$ cat src/sv/sorted_insert_ring_queue_assert.svh
// Assertion macros for the sorted insert ring queue.
`ifndef SORTED_INSERT_RING_QUEUE_ASSERT_SVH
`define SORTED_INSERT_RING_QUEUE_ASSERT_SVH

// Same-cycle implication, clocked on i_clk, off during reset.
`define SRQ_ASSERT_IMP(name, ante, cons, msg) \
    name: assert property (@(posedge i_clk) disable iff (!i_rst_n) (ante) |-> (cons)) \
        else $error(msg);

// Next-cycle implication, clocked on i_clk, off during reset.
`define SRQ_ASSERT_NXT(name, ante, cons, msg) \
    name: assert property (@(posedge i_clk) disable iff (!i_rst_n) (ante) |=> (cons)) \
        else $error(msg);

`endif

$ cat src/sv/srq_pkg.sv
`default_nettype none

package srq_pkg;

    localparam int CAPACITY = 16;
    localparam int PTR_W    = (CAPACITY > 1) ? $clog2(CAPACITY) : 1;
    localparam int CNT_W    = $clog2(CAPACITY + 1);
    localparam int HANDLE_W = 8;
    localparam int KEY_W    = 16;
    localparam int OCC_W    = 5;

    typedef enum logic [1:0] {
        ACT_APPEND = 2'd0,
        ACT_SORTED = 2'd1,
        ACT_REMOVE = 2'd2,
        ACT_NOP    = 2'd3
    } t_action;

    typedef struct packed {
        logic [HANDLE_W-1:0] handle;
        logic [KEY_W-1:0]    key;
    } t_entry;

    typedef struct packed {
        logic                accepted;
        logic                out_valid;
        logic [HANDLE_W-1:0] out_handle;
        logic [KEY_W-1:0]    out_key;
        logic [OCC_W-1:0]    occupancy;
        logic                is_empty;
        logic                is_full;
    } t_res;

    typedef struct packed {
        logic             we;
        logic [PTR_W-1:0] waddr;
        t_entry           wdata;
        logic             re;
        logic [PTR_W-1:0] raddr;
    } t_ram_req;

    function automatic logic [PTR_W-1:0] ptr_inc(input logic [PTR_W-1:0] p);
        return (p == PTR_W'(CAPACITY - 1)) ? '0 : p + PTR_W'(1);
    endfunction

    function automatic logic [PTR_W-1:0] ptr_dec(input logic [PTR_W-1:0] p);
        return (p == '0) ? PTR_W'(CAPACITY - 1) : p - PTR_W'(1);
    endfunction

endpackage

`default_nettype wire

$ cat src/sv/srq_ram.sv
`default_nettype none

module srq_ram #(
    parameter int DEPTH = 16,
    parameter int WIDTH = 24
) (
    input  wire logic                                          i_clk,
    input  wire logic                                          i_we,
    input  wire logic [((DEPTH > 1) ? $clog2(DEPTH) : 1)-1:0] i_waddr,
    input  wire logic [WIDTH-1:0]                              i_wdata,
    input  wire logic                                          i_re,
    input  wire logic [((DEPTH > 1) ? $clog2(DEPTH) : 1)-1:0] i_raddr,
    output logic      [WIDTH-1:0]                              o_rdata
);

    logic [WIDTH-1:0] r_mem [DEPTH];
    logic [WIDTH-1:0] r_rdata;

    always_ff @(posedge i_clk) begin
        if (i_we) begin
            r_mem[i_waddr] <= i_wdata;
        end
    end

    always_ff @(posedge i_clk) begin
        if (i_re) begin
            r_rdata <= r_mem[i_raddr];
        end
    end

    assign o_rdata = r_rdata;

endmodule

`default_nettype wire

$ cat src/sv/srq_ctrl.sv
`default_nettype none

module srq_ctrl import srq_pkg::*; (
    input  wire logic                i_clk,
    input  wire logic                i_rst_n,
    input  wire logic                i_valid,
    output logic                     o_ready,
    input  wire logic [1:0]          i_action,
    input  wire logic [HANDLE_W-1:0] i_handle,
    input  wire logic [KEY_W-1:0]    i_sort_key,
    output t_ram_req                 o_ram,
    input  wire t_entry              i_rdata,
    output logic                     o_res_valid,
    output t_res                     o_res,
    input  wire logic                i_res_ready
);

    typedef enum logic [3:0] {
        ST_IDLE  = 4'b0001,
        ST_DEQ   = 4'b0010,
        ST_SHIFT = 4'b0100,
        ST_DONE  = 4'b1000
    } t_state;

    t_state           r_state, n_state;
    logic [PTR_W-1:0] r_head, n_head;
    logic [PTR_W-1:0] r_tail, n_tail;
    logic [CNT_W-1:0] r_count, n_count;
    logic [PTR_W-1:0] r_pos, n_pos;
    logic [CNT_W-1:0] r_left, n_left;
    t_entry           r_entry, n_entry;
    t_res             r_res, n_res;

    logic accept;
    logic full;
    logic empty;

    assign o_ready = (r_state == ST_IDLE);
    assign accept  = i_valid && o_ready;
    assign full    = (r_count == CNT_W'(CAPACITY));
    assign empty   = (r_count == '0);

    always_comb begin
        n_state = r_state;
        n_head  = r_head;
        n_tail  = r_tail;
        n_count = r_count;
        n_pos   = r_pos;
        n_left  = r_left;
        n_entry = r_entry;
        n_res   = r_res;
        o_ram   = '0;

        case (r_state)
            ST_IDLE: begin
                if (accept) begin
                    n_res   = '0;
                    n_entry = '{handle: i_handle, key: i_sort_key};
                    n_state = ST_DONE;
                    case (i_action)
                        ACT_APPEND: begin
                            if (!full) begin
                                o_ram.we       = 1'b1;
                                o_ram.waddr    = r_tail;
                                o_ram.wdata    = n_entry;
                                n_tail         = ptr_inc(r_tail);
                                n_count        = r_count + CNT_W'(1);
                                n_res.accepted = 1'b1;
                            end
                        end
                        ACT_SORTED: begin
                            if (!full) begin
                                n_tail         = ptr_inc(r_tail);
                                n_count        = r_count + CNT_W'(1);
                                n_res.accepted = 1'b1;
                                if (empty) begin
                                    o_ram.we    = 1'b1;
                                    o_ram.waddr = r_tail;
                                    o_ram.wdata = n_entry;
                                end else begin
                                    o_ram.re    = 1'b1;
                                    o_ram.raddr = ptr_dec(r_tail);
                                    n_pos       = r_tail;
                                    n_left      = r_count;
                                    n_state     = ST_SHIFT;
                                end
                            end
                        end
                        ACT_REMOVE: begin
                            if (!empty) begin
                                o_ram.re        = 1'b1;
                                o_ram.raddr     = r_head;
                                n_head          = ptr_inc(r_head);
                                n_count         = r_count - CNT_W'(1);
                                n_res.accepted  = 1'b1;
                                n_res.out_valid = 1'b1;
                                n_state         = ST_DEQ;
                            end
                        end
                        default: begin
                            n_state = ST_DONE;
                        end
                    endcase
                end
            end
            ST_DEQ: begin
                n_res.out_handle = i_rdata.handle;
                n_res.out_key    = i_rdata.key;
                n_state          = ST_DONE;
            end
            ST_SHIFT: begin
                // i_rdata holds the entry just ahead of r_pos
                if (r_left != '0 && i_rdata.key > r_entry.key) begin
                    o_ram.we    = 1'b1;
                    o_ram.waddr = r_pos;
                    o_ram.wdata = i_rdata;
                    o_ram.re    = 1'b1;
                    o_ram.raddr = ptr_dec(ptr_dec(r_pos));
                    n_pos       = ptr_dec(r_pos);
                    n_left      = r_left - CNT_W'(1);
                end else begin
                    o_ram.we    = 1'b1;
                    o_ram.waddr = r_pos;
                    o_ram.wdata = r_entry;
                    n_state     = ST_DONE;
                end
            end
            ST_DONE: begin
                if (i_res_ready) begin
                    n_state = ST_IDLE;
                end
            end
            default: begin
                n_state = ST_IDLE;
            end
        endcase
    end

    always_comb begin
        o_res_valid     = (r_state == ST_DONE);
        o_res           = r_res;
        o_res.occupancy = OCC_W'(r_count);
        o_res.is_empty  = empty;
        o_res.is_full   = full;
    end

    always_ff @(posedge i_clk) begin
        if (!i_rst_n) begin
            r_state <= ST_IDLE;
            r_head  <= '0;
            r_tail  <= '0;
            r_count <= '0;
        end else begin
            r_state <= n_state;
            r_head  <= n_head;
            r_tail  <= n_tail;
            r_count <= n_count;
        end
    end

    always_ff @(posedge i_clk) begin
        r_pos   <= n_pos;
        r_left  <= n_left;
        r_entry <= n_entry;
        r_res   <= n_res;
    end

endmodule

`default_nettype wire

$ cat src/sv/sorted_insert_ring_queue.sv
// Ring queue of handle/key entries held in one synchronous RAM. Append and
// remove-head act on the tail and head pointers; a sorted insert walks back
// from the tail, moving each entry with a larger key one place on, one entry
// per cycle with a RAM read and write in the same cycle, then drops the new
// entry into the gap. One transfer is worked on at a time: append, refused,
// no-op and sorted-into-empty transfers go straight to their result, while
// remove-head first reads the head entry from the RAM and any other sorted
// insert first moves each entry with a larger key one place on.
// A finished result waits in the output register, so the next transfer can
// be taken while the result is still unread. Full and empty are reported on
// every result; an enqueue on a full queue is refused and a remove on an
// empty queue returns no entry.
`default_nettype none

`include "sorted_insert_ring_queue_assert.svh"

module sorted_insert_ring_queue import srq_pkg::*; (
    input  wire logic                i_clk,
    input  wire logic                i_rst_n,
    input  wire logic                i_valid,
    output logic                     o_ready,
    input  wire logic [1:0]          i_action,
    input  wire logic [HANDLE_W-1:0] i_handle,
    input  wire logic [KEY_W-1:0]    i_sort_key,
    output logic                     o_valid,
    input  wire logic                i_ready,
    output logic                     o_accepted,
    output logic                     o_out_valid,
    output logic [HANDLE_W-1:0]      o_out_handle,
    output logic [KEY_W-1:0]         o_out_key,
    output logic [OCC_W-1:0]         o_occupancy,
    output logic                     o_is_empty,
    output logic                     o_is_full
);

    t_ram_req               ram_req;
    logic [$bits(t_entry)-1:0] ram_rdata;
    logic                   res_valid;
    logic                   res_ready;
    t_res                   res;

    logic r_o_valid, n_o_valid;
    t_res r_out;

    srq_ctrl u_ctrl (
        .i_clk       (i_clk),
        .i_rst_n     (i_rst_n),
        .i_valid     (i_valid),
        .o_ready     (o_ready),
        .i_action    (i_action),
        .i_handle    (i_handle),
        .i_sort_key  (i_sort_key),
        .o_ram       (ram_req),
        .i_rdata     (t_entry'(ram_rdata)),
        .o_res_valid (res_valid),
        .o_res       (res),
        .i_res_ready (res_ready)
    );

    srq_ram #(
        .DEPTH (CAPACITY),
        .WIDTH ($bits(t_entry))
    ) u_ram (
        .i_clk   (i_clk),
        .i_we    (ram_req.we),
        .i_waddr (ram_req.waddr),
        .i_wdata (ram_req.wdata),
        .i_re    (ram_req.re),
        .i_raddr (ram_req.raddr),
        .o_rdata (ram_rdata)
    );

    assign res_ready = !r_o_valid || i_ready;

    always_comb begin
        n_o_valid = r_o_valid;
        if (res_valid && res_ready) begin
            n_o_valid = 1'b1;
        end else if (i_ready) begin
            n_o_valid = 1'b0;
        end
    end

    always_ff @(posedge i_clk) begin
        if (!i_rst_n) begin
            r_o_valid <= 1'b0;
        end else begin
            r_o_valid <= n_o_valid;
        end
    end

    always_ff @(posedge i_clk) begin
        if (res_valid && res_ready) begin
            r_out <= res;
        end
    end

    assign o_valid      = r_o_valid;
    assign o_accepted   = r_out.accepted;
    assign o_out_valid  = r_out.out_valid;
    assign o_out_handle = r_out.out_handle;
    assign o_out_key    = r_out.out_key;
    assign o_occupancy  = r_out.occupancy;
    assign o_is_empty   = r_out.is_empty;
    assign o_is_full    = r_out.is_full;

    `SRQ_ASSERT_NXT(a_one_at_a_time, i_valid && o_ready, !o_ready, "transfer taken while busy")
    `SRQ_ASSERT_IMP(a_deq_accepted, o_valid && o_out_valid, o_accepted, "entry without accept")
    `SRQ_ASSERT_IMP(a_no_entry_zero, o_valid && !o_out_valid, o_out_handle == '0 && o_out_key == '0, "stale entry on result")
    `SRQ_ASSERT_IMP(a_empty_count, o_valid && o_is_empty, o_occupancy == '0 && !o_is_full, "empty with entries")

endmodule

`default_nettype wire

$ cat config.mk
export PLATFORM = sky130hd
export DESIGN_NAME = sorted_insert_ring_queue
export DESIGN_NICKNAME = d
export VERILOG_FILES = /design/src/sv/srq_pkg.sv /design/src/sv/srq_ram.sv /design/src/sv/srq_ctrl.sv /design/src/sv/sorted_insert_ring_queue.sv
export VERILOG_INCLUDE_DIRS = /design/src /design/src/sv
export SDC_FILE = /design/constraint.sdc
export NUM_CORES = 1
export LEC_CHECK = 0
export BUFFER_PORTS_ARGS = -buffer_cell sky130_fd_sc_hd__buf_2
export CAP_MARGIN = 20
export CORE_MARGIN = 2
export CORE_UTILIZATION = 62
export CTS_CLUSTER_DIAMETER = 80
export DETAILED_ROUTE_END_ITERATION = 10
export PLACE_DENSITY = 0.79
export SLEW_MARGIN = 15
export SYNTH_ARGS = -nofsm -noshare
export SYNTH_HDL_FRONTEND = slang
export SYNTH_SLANG_ARGS = --single-unit
$ cat constraint.sdc
create_clock -name i_clk -period 4.32 [get_ports i_clk]
set_input_delay 0.648 -clock i_clk [delete_from_list [all_inputs] [get_ports i_clk]]
set_output_delay 0.648 -clock i_clk [all_outputs]
set_load 0.02 [all_outputs]
==> impl_metrics.yaml, run 1 <==
drt:
  drt_iter0_markers: 1285
  routedWlPerCell_microns: 25.76
  met1_length_microns: 18670
  dr_total_vias: 12200
  viasPerCell: 6.461
  top_layer: "met4"
  route.met2.wl_microns: 23690
  dr.pass1.iters: 6
  antenna_left: 0
  wl_met3_microns: 4825
  wl_microns: 48650
  remaining_drc_errors: 0
timing:
  slew_violations: 0
  hold_viol: 0
  timing.fmax_ghz: 0.2469
  tightestPinTransition_ns: 1.071
  setup_tns_ns: 0
  setup_viol_count_final: 0
  relSlewSlack_pct: 28.61
  setup_slack_ns: 0.2702
  fin_skew_ns: 0.02309
  grt_setup_unrepaired: "false"
  period_needed_ns: 4.050
  fin_crit_sh_pct: 93.75
floorplan:
  initial_core_util_pct: 63.00
  ioPinCount: 65
  core_sq_mm: 0.03362
  fp-row-count: 67
  dieWidth_microns: 188.8
  dieHeight_microns: 188.8
  die-area_sq_mm: 0.03565
critical_path:
  timing.rr.end: "u_ram.o_rdata[14]$_DFFE_PP_"
  reg2reg_depth: 12
  reg2reg_from: "u_ram.o_rdata[15]$_DFFE_PP_"
  worst_ep_required_time_ns: 4.75
  setup.worst_path.start_class: "flip-flop"
  rrSetupSlack_ns: 0.27
  cp-startpoint: "u_ram.o_rdata[15]$_DFFE_PP_"
  end_kind: "flip-flop"
  crit_arrival_ns: 4.48
  cp_max_fo: 14
  criticalPathCategory: "reg2reg"
clocking:
  cts_root_buf: "clkbuf_16"
  insertion_delay_ns: 0.58
  cts_tree: "built"
  htree_levels: 2
  cts_sinks: 518
  holdBufCountCts: 0
  cts_buffers: 48
  clk_pin_slew_ns: 0.06
  cts_buffer_depth: 3
  post_cts_buffers: 0
  cts_resized: 0
job:
  maxCapViolations: 0
power:
  irDropWorstVdd_v: 0.0004594
  p_sw_share_pct: 21.54
  p_switching_mw: 2.269
  p_int_mw: 8.264
  p_comb_share_pct: 6.0
  seq_power_share_pct: 54.2
  pwr_density_cell_mw_per_mm2: 442.9
  p_leak_nw: 8.889
  power.share.clock_pct: 39.8
global_routing:
  gr-total-overflow: 0
  antenna_found_initial: 3
  grt_max_degree: 58
  grt_pass1_vias: 12170
  grt_first_pass_wirelength_microns: 72550
  grt_use_total_pct: 27.43
finish:
  layout.nets: 1464
  final_common_cell: "edfxtp_1"
  insertedDiodeCount: 0
  area_growth_pct: 12.29
  drive_gt1_share_pct: 20.19
  layout_common_cells: "edfxtp_1 (500), mux2i_1 (112), o22ai_1 (70)"
place:
  place_ws_ns: 0.3932
  port_buffers: 64
  gp_congestion: 0.8500
  detailed_place_hpwl_microns: 28630
logic_synthesis:
  synth-seq-cells: 518
  synth_edf_count: 500
  synth_area_sq_mm: 0.02118
  netlist-cell-type-count: 70
  synth_fp_nets: 1364
  synth_area_per_cell_sq_um: 16.25
  ys_seq_area_share_pct: 72.59
  yosysWarnings: 0
  synthCells: 1303
  ys_async_sr_fraction_pct: 0
  ys.flop_type: "edfxtp_1"
min_path:
  hp-start: "i_handle[4]"
  hold_end: "u_ctrl.r_entry[20]$_DFFE_PP_"
  holdPathStages: 1
  hold_path.class: "in2reg"
status:
  status: "finished clean"
[final cells by class]
class                           instances  area [sq um]
Clock inverter                         22         236.5
Tap cell                              448         560.5
Multi-Input combinational cell        690          5415
Clock buffer                           66          1331
Fill cell                            2070          9834
Timing Repair Buffer                  111         735.7
Inverter                               34         127.6
Sequential cell                       518         15370
[per-stage QoR]
step / hold slack, ns / cell area, sq um / std cells / utilization (%) / power [mW]
3_3_place_gp: 0.4008 / 22210 / 1801 / 66.08 / 6.406
4_1_cts: 0.2571 / 23780 / 1889 / 70.74 / 10.56
3_5_place_dp: 0.4045 / 22210 / 1801 / 66.08 / 6.429
6_report: 0.2621 / 23780 / 1889 / 70.74 / 10.53
2_1_floorplan: 0.4003 / 21180 / 1303 / - / 6.214
5_1_grt: 0.2577 / 23780 / 1889 / 70.74 / 10.81
[flip-flops by register name, indices dropped and copies added (netlist names), 5 cells and up]
name / flops
u_ctrl.r_count: 5
u_ctrl.o_res: 26
u_ctrl.r_left: 5
o_out_handle: 8
u_ram.r_mem: 384
o_occupancy: 5
o_out_key: 16
u_ram.o_rdata: 24
u_ctrl.r_entry: 24
[synth_stat cells (20+ instances only)]
master      n  area [sq um]
a211oi_1   23         172.7
a21oi_1    20         100.1
and2_1     33         206.5
clkbuf_1   25         93.84
edfxtp_1  500         15010
ha_1       30         375.4
inv_1      33         123.9
mux2_2     69         777.0
mux2i_1   112          1121
nand2_1    52         195.2
nor2_1     34         127.6
nor2b_1    20         125.1
nor3_1     31         155.2
o21ai_0    49         245.2
o22ai_1    70         437.9
or3_1      24         150.1
[worst max-delay path: stages (launching register included)]
cell       delay, ns
edfxtp_1        0.43
ha_1            0.35
nand4_1         0.22
nor4_1          0.38
o21ai_0         0.21
a31oi_2         0.36
buf_4           0.23
nand2_1         0.13
o21ai_0         0.29
o2111ai_2       0.60
buf_4           0.43
o22ai_1         0.14
or3_1           0.14
[power by group through the flow]
stage,combinational [mW],clock [mW],sequential (mW)
after global placement,0.604,0,5.80
after CTS,0.628,4.23,5.71
final,0.634,4.19,5.71
after floorplan,0.414,0,5.80
after detailed placement,0.620,0,5.81
after global routing,0.686,4.41,5.72
[logic make-up (layout without fill, tap and decap cells)]
kind of cell / count (synthesis) / in the layout / share of synthesized area (%)
XOR/XNOR: 12 / 12 / 0.4962
AO/OA/AOI/OAI: 238 / 238 / 7.857
flip-flops: 518 / 518 / 72.59
multiplexers: 186 / 186 / 9.334
adder cells (fa/ha/maj): 31 / 31 / 1.867
buffers and inverters: 95 / 233 / 2.180
AND/OR/NAND/NOR: 223 / 223 / 5.671
[worst max-delay path by stage]
stage	end	slack, ns
after detailed placement	u_ram.o_rdata[15]$_DFFE_PP_	0.39
after CTS	u_ram.o_rdata[15]$_DFFE_PP_	0.32
after floorplan	u_ram.o_rdata[0]$_DFFE_PP_	0.19
final	u_ram.o_rdata[14]$_DFFE_PP_	0.27
after global routing	u_ram.o_rdata[14]$_DFFE_PP_	0.11
after global placement	u_ram.o_rdata[12]$_DFFE_PP_	0.32
[metal layers]
layer / vias up / global-route usage, %
li1: 5312 / -
met1: 6065 / 37.43
met2: 704 / 45.90
met3: 123 / 4.172
met4: 0 / 8.894
met5: - / 0
No activity file was read; power rests on OpenSTA's default activity.
==> inputs of run 2 (changes only) <==
Settings changed: SETUP_SLACK_MARGIN set to 0.4.
==> impl_metrics.yaml, run 2 (same netlist as run 1, synthesis figures left out) <==
floorplan:
  initial_core_util_pct: 63.00
  die-area_sq_mm: 0.03565
  dieWidth_microns: 188.8
  ioPinCount: 65
  core_sq_mm: 0.03362
  dieHeight_microns: 188.8
  fp-row-count: 67
finish:
  layout.nets: 1471
  largest_register_ffs: 384
  drive_gt1_share_pct: 20.68
  layout_common_cells: "edfxtp_1 (500), mux2i_1 (112), o22ai_1 (70)"
  area_growth_pct: 12.71
  multi_input_area_sq_mm: 0.005426
  final_common_cell: "edfxtp_1"
  fin_cells: 1899
  insertedDiodeCount: 0
  seqCellArea_sq_mm: 0.01537
  largest_register: "u_ram.r_mem"
  fillers: 1997
timing:
  setup_tns_ns: 0
  whs_ns: 0.2739
  period_needed_ns: 3.826
  fin_crit_sh_pct: 88.56
  setup_viol_count_final: 0
  tightestPinTransition_ns: 0.9799
  timing.fmax_ghz: 0.2614
  grt_setup_unrepaired: "true"
  hold_viol: 0
  fin_skew_ns: 0.01930
  relSlewSlack_pct: 34.40
  slew_violations: 0
clocking:
  cts_root_buf: "clkbuf_16"
  htree_levels: 2
  cts_sinks: 518
  cts_buffer_depth: 3
  insertion_delay_ns: 0.57
  clk_pin_slew_ns: 0.06
  cts_tree: "built"
  cts_buffers: 50
  holdBufCountCts: 0
global_routing:
  met2_usage_pct: 44.54
  antenna_found_initial: 1
  busiest_layer: "met2"
  grt_use_total_pct: 27.53
  grt_max_degree: 65
  grt_first_pass_wirelength_microns: 72160
  grt_use_met1_pct: 37.06
  grt_pass1_vias: 11950
  grt.met3_usage_pct: 5.830
  gr-total-overflow: 0
critical_path:
  end_kind: "flip-flop"
  setup.worst_path.start_class: "flip-flop"
  cp_max_fo: 24
  crit_arrival_ns: 4.14
  worst_ep_required_time_ns: 4.63
  criticalPathCategory: "reg2reg"
drt:
  remaining_drc_errors: 0
  routedWlPerCell_microns: 25.82
  dr.pass1.iters: 5
  viasPerCell: 6.419
  drt_iter0_markers: 1470
  wl_microns: 49030
  antenna_left: 0
  dr_total_vias: 12190
place:
  dp_cells: 1799
  detailed_place_hpwl_microns: 28520
  gp_congestion: 0.8888
  port_buffers: 64
power:
  irDropWorstVdd_v: 0.0002782
  p_leak_nw: 8.928
  power_mw: 10.45
  pwr_density_cell_mw_per_mm2: 437.8
status:
  status: "finished clean"
min_path:
  hold_path.class: "in2reg"
job:
  maxCapViolations: 0
[run 2: cell type report]
| type | instances | area share [%] |
|---|---|---|
| Clock buffer | 60 | 5.530 |
| Clock inverter | 33 | 0.9330 |
| Inverter | 34 | 0.5346 |
| Multi-Input combinational cell | 690 | 22.73 |
| Sequential cell | 518 | 64.41 |
| Tap cell | 448 | 2.348 |
| Timing Repair Buffer | 116 | 3.517 |
[run 2: repair_timing]
item / in CTS / in global routing
setup buffers: 0 / 4
cloned: 0 / 2
resized for setup: 1 / 4
pin swaps: 1 / 3
endpoints found under the setup margin: 11 / 19
[run 2: power by group]
part | total [mW] | switching (mW) | internal [mW]
clock network | 4.08 | 1.78 | 2.30
registers | 5.71 | 0.0656 | 5.64
logic | 0.658 | 0.423 | 0.235
[run 2: critical path, cell delays in order (launching register included)]
cell and delay, ns:
edfxtp_1 0.42, ha_1 0.36, nand4_1 0.20, nor4_1 0.40, o21ai_0 0.22, a31oi_4 0.24, buf_12 0.15, a31oi_4 0.09
buf_12 0.22, buf_8 0.17, mux2_2 0.30, o21ai_0 0.25, a211oi_1 0.11, or3_1 0.40
[run 2: path summary, 6_finish.rpt]
check / startpoint / end / slack, ns / depth (start not counted)
max: u_ram.o_rdata[15]$_DFFE_PP_ / u_ram.o_rdata[2]$_DFFE_PP_ / 0.49 / 13
min: i_handle[3] / u_ctrl.r_entry[19]$_DFFE_PP_ / 0.27 / 1
max reg2reg: u_ram.o_rdata[15]$_DFFE_PP_ / u_ram.o_rdata[2]$_DFFE_PP_ / 0.49 / 13
min reg2reg: u_ctrl.o_res[29]$_SDFFCE_PN0P_ / o_out_handle[6]$_DFFE_PP_ / 0.42 / 0
[run 2: metal layers]
layer,vias up,routed length [microns]
li1,5328,-
met2,750,23250
met3,141,5411
met4,0,1797
met5,-,0
met1,5971,18570
[run 2: per-stage QoR]
step	area (sq um)	utilization, %	setup WS, ns
2_1_floorplan	21180	-	0.7354
3_3_place_gp	22190	66.00	0.3665
3_5_place_dp	22190	66.00	0.3657
4_1_cts	23740	70.61	0.4320
5_1_grt	23870	71.01	0.3887
6_report	23870	71.01	0.4940
==> inputs of run 3 (changes only) <==
Settings changed: CORE_UTILIZATION 62 to 65, CTS_CLUSTER_SIZE set to 28, GPL_TIMING_DRIVEN set to 1, PLACE_DENSITY 0.79 to 0.83.
Clock period 4.32 ns to 4.6 ns, I/O delays scaled along.
==> impl_metrics.yaml, run 3 (same netlist as run 1, synthesis figures left out) <==
clocking:
  cts_root_buf: "clkbuf_16"
  insertion_delay_ns: 0.56
  cts_resized: 0
  htree_levels: 1
  cts_buffers: 22
  holdBufCountCts: 0
  clk_pin_slew_ns: 0.10
  cts_tree: "built"
  post_cts_buffers: 0
  cts_buffer_depth: 3
  cts_sinks: 518
finish:
  drive_gt1_share_pct: 17.77
  insertedDiodeCount: 0
  layout_common_cells: "edfxtp_1 (500), mux2i_1 (112), o22ai_1 (70)"
  final_common_cell: "edfxtp_1"
  layout.nets: 1433
  fin_util_pct: 70.46
  area_growth_pct: 7.420
  fin_cells: 1821
  largest_register_ffs: 384
  final_cell_area_sq_mm: 0.02275
  largest_register: "u_ram.r_mem"
place:
  gp_congestion: 0.9011
  place_ws_ns: 0.7356
  dpl_cell_area_sq_mm: 0.02213
  dp_cells: 1790
  detailed_place_hpwl_microns: 28020
  port_buffers: 64
global_routing:
  antenna_found_initial: 0
  grt_first_pass_wirelength_microns: 68880
  grt_pass1_vias: 11670
  grt_use_total_pct: 27.42
  grt_max_degree: 91
  gr-total-overflow: 0
power:
  irDropWorstVdd_v: 0.0003422
  power_mw: 8.187
  p_leak_nw: 8.383
  pwr_density_cell_mw_per_mm2: 359.8
floorplan:
  ioPinCount: 65
  dieWidth_microns: 184.5
  die-area_sq_mm: 0.03404
  dieHeight_microns: 184.5
  initial_core_util_pct: 65.59
  core_sq_mm: 0.03229
  fp-row-count: 66
critical_path:
  crit_chain: "ha_1 > nand4_1 > nor4_1 > o21ai_0 > a31oi_2 > buf_4 > and2_1 > a21o_1 > buf_4 > o22ai_1 > a211oi_1 > or3_1"
  setup.worst_path.start_class: "flip-flop"
  max_stage_delay_ns: 0.68
  worst_ep_required_time_ns: 5.02
  crit_arrival_ns: 4.44
  cp.buffers_inverters: 2
  cpLargestDelayFamily: "compound AO/OA/AOI/OAI gates"
  cp_max_fo: 13
  criticalPathCategory: "reg2reg"
  critPathSlowestCell: "a21o_1"
  end_kind: "flip-flop"
  path_common_cell: "buf_4"
drt:
  dr_total_vias: 11860
  drt_iter0_markers: 1351
  antenna_left: 0
  wl_microns: 46090
  dr.pass1.iters: 6
  routedWlPerCell_microns: 25.31
  viasPerCell: 6.512
  remaining_drc_errors: 0
timing:
  setup_slack_ns: 0.5869
  slew_violations: 0
  fin_skew_ns: 0.01359
  grt_setup_unrepaired: "false"
  fin_crit_sh_pct: 87.24
  hold_viol: 0
  relSlewSlack_pct: 21.74
  timing.fmax_ghz: 0.2492
  setup_tns_ns: 0
  tightestPinTransition_ns: 1.174
  whs_ns: 0.3234
  setup_viol_count_final: 0
  period_needed_ns: 4.013
min_path:
  hold_path.class: "in2reg"
status:
  status: "finished clean"
job:
  maxCapViolations: 0
==> run 3: per-layer routing <==
layer,routed length [microns],up-vias,GRT usage [%]
li1,-,5206,-
met2,22280,672,45.40
met4,1348,0,8.736
met3,4953,95,4.545
met5,0,-,0
met1,17510,5886,37.67
==> run 3: final timing paths <==
kind	slack, ns	endpoint	depth (start not counted)	start
max reg2reg	0.59	u_ram.o_rdata[4]$_DFFE_PP_	12	u_ram.o_rdata[14]$_DFFE_PP_
max	0.59	u_ram.o_rdata[4]$_DFFE_PP_	12	u_ram.o_rdata[14]$_DFFE_PP_
min	0.32	u_ctrl.r_entry[22]$_DFFE_PP_	1	i_handle[6]
min reg2reg	0.43	o_out_handle[3]$_DFFE_PP_	0	u_ctrl.o_res[26]$_SDFFCE_PN0P_
==> run 3: cell type report <==
type / instances / area, sq um
fillers: 1961 / 9538
flip-flops and latches: 518 / 15370
multi-input cells: 690 / 5415
clock inverters: 2 / 21.27
inverters: 34 / 127.6
well taps: 442 / 553.0
clock buffers: 29 / 598.1
repair buffers: 106 / 660.6
==> run 3: power breakdown <==
part           internal (mW)  leakage [nW]  switching, mW  total [mW]
registers               5.29          4.82         0.0564        5.35
logic                  0.204          3.26          0.385       0.588
clock network          0.927         0.301           1.32        2.25
total                   6.42          8.38           1.76        8.19
==> run 3: worst reg2reg max path, cell delays in order (launching register included) <==
cell      delay, ns
edfxtp_1       0.47
ha_1           0.36
nand4_1        0.16
nor4_1         0.38
o21ai_0        0.18
a31oi_2        0.23
buf_4          0.26
and2_1         0.28
a21o_1         0.68
buf_4          0.31
o22ai_1        0.09
a211oi_1       0.29
or3_1          0.19
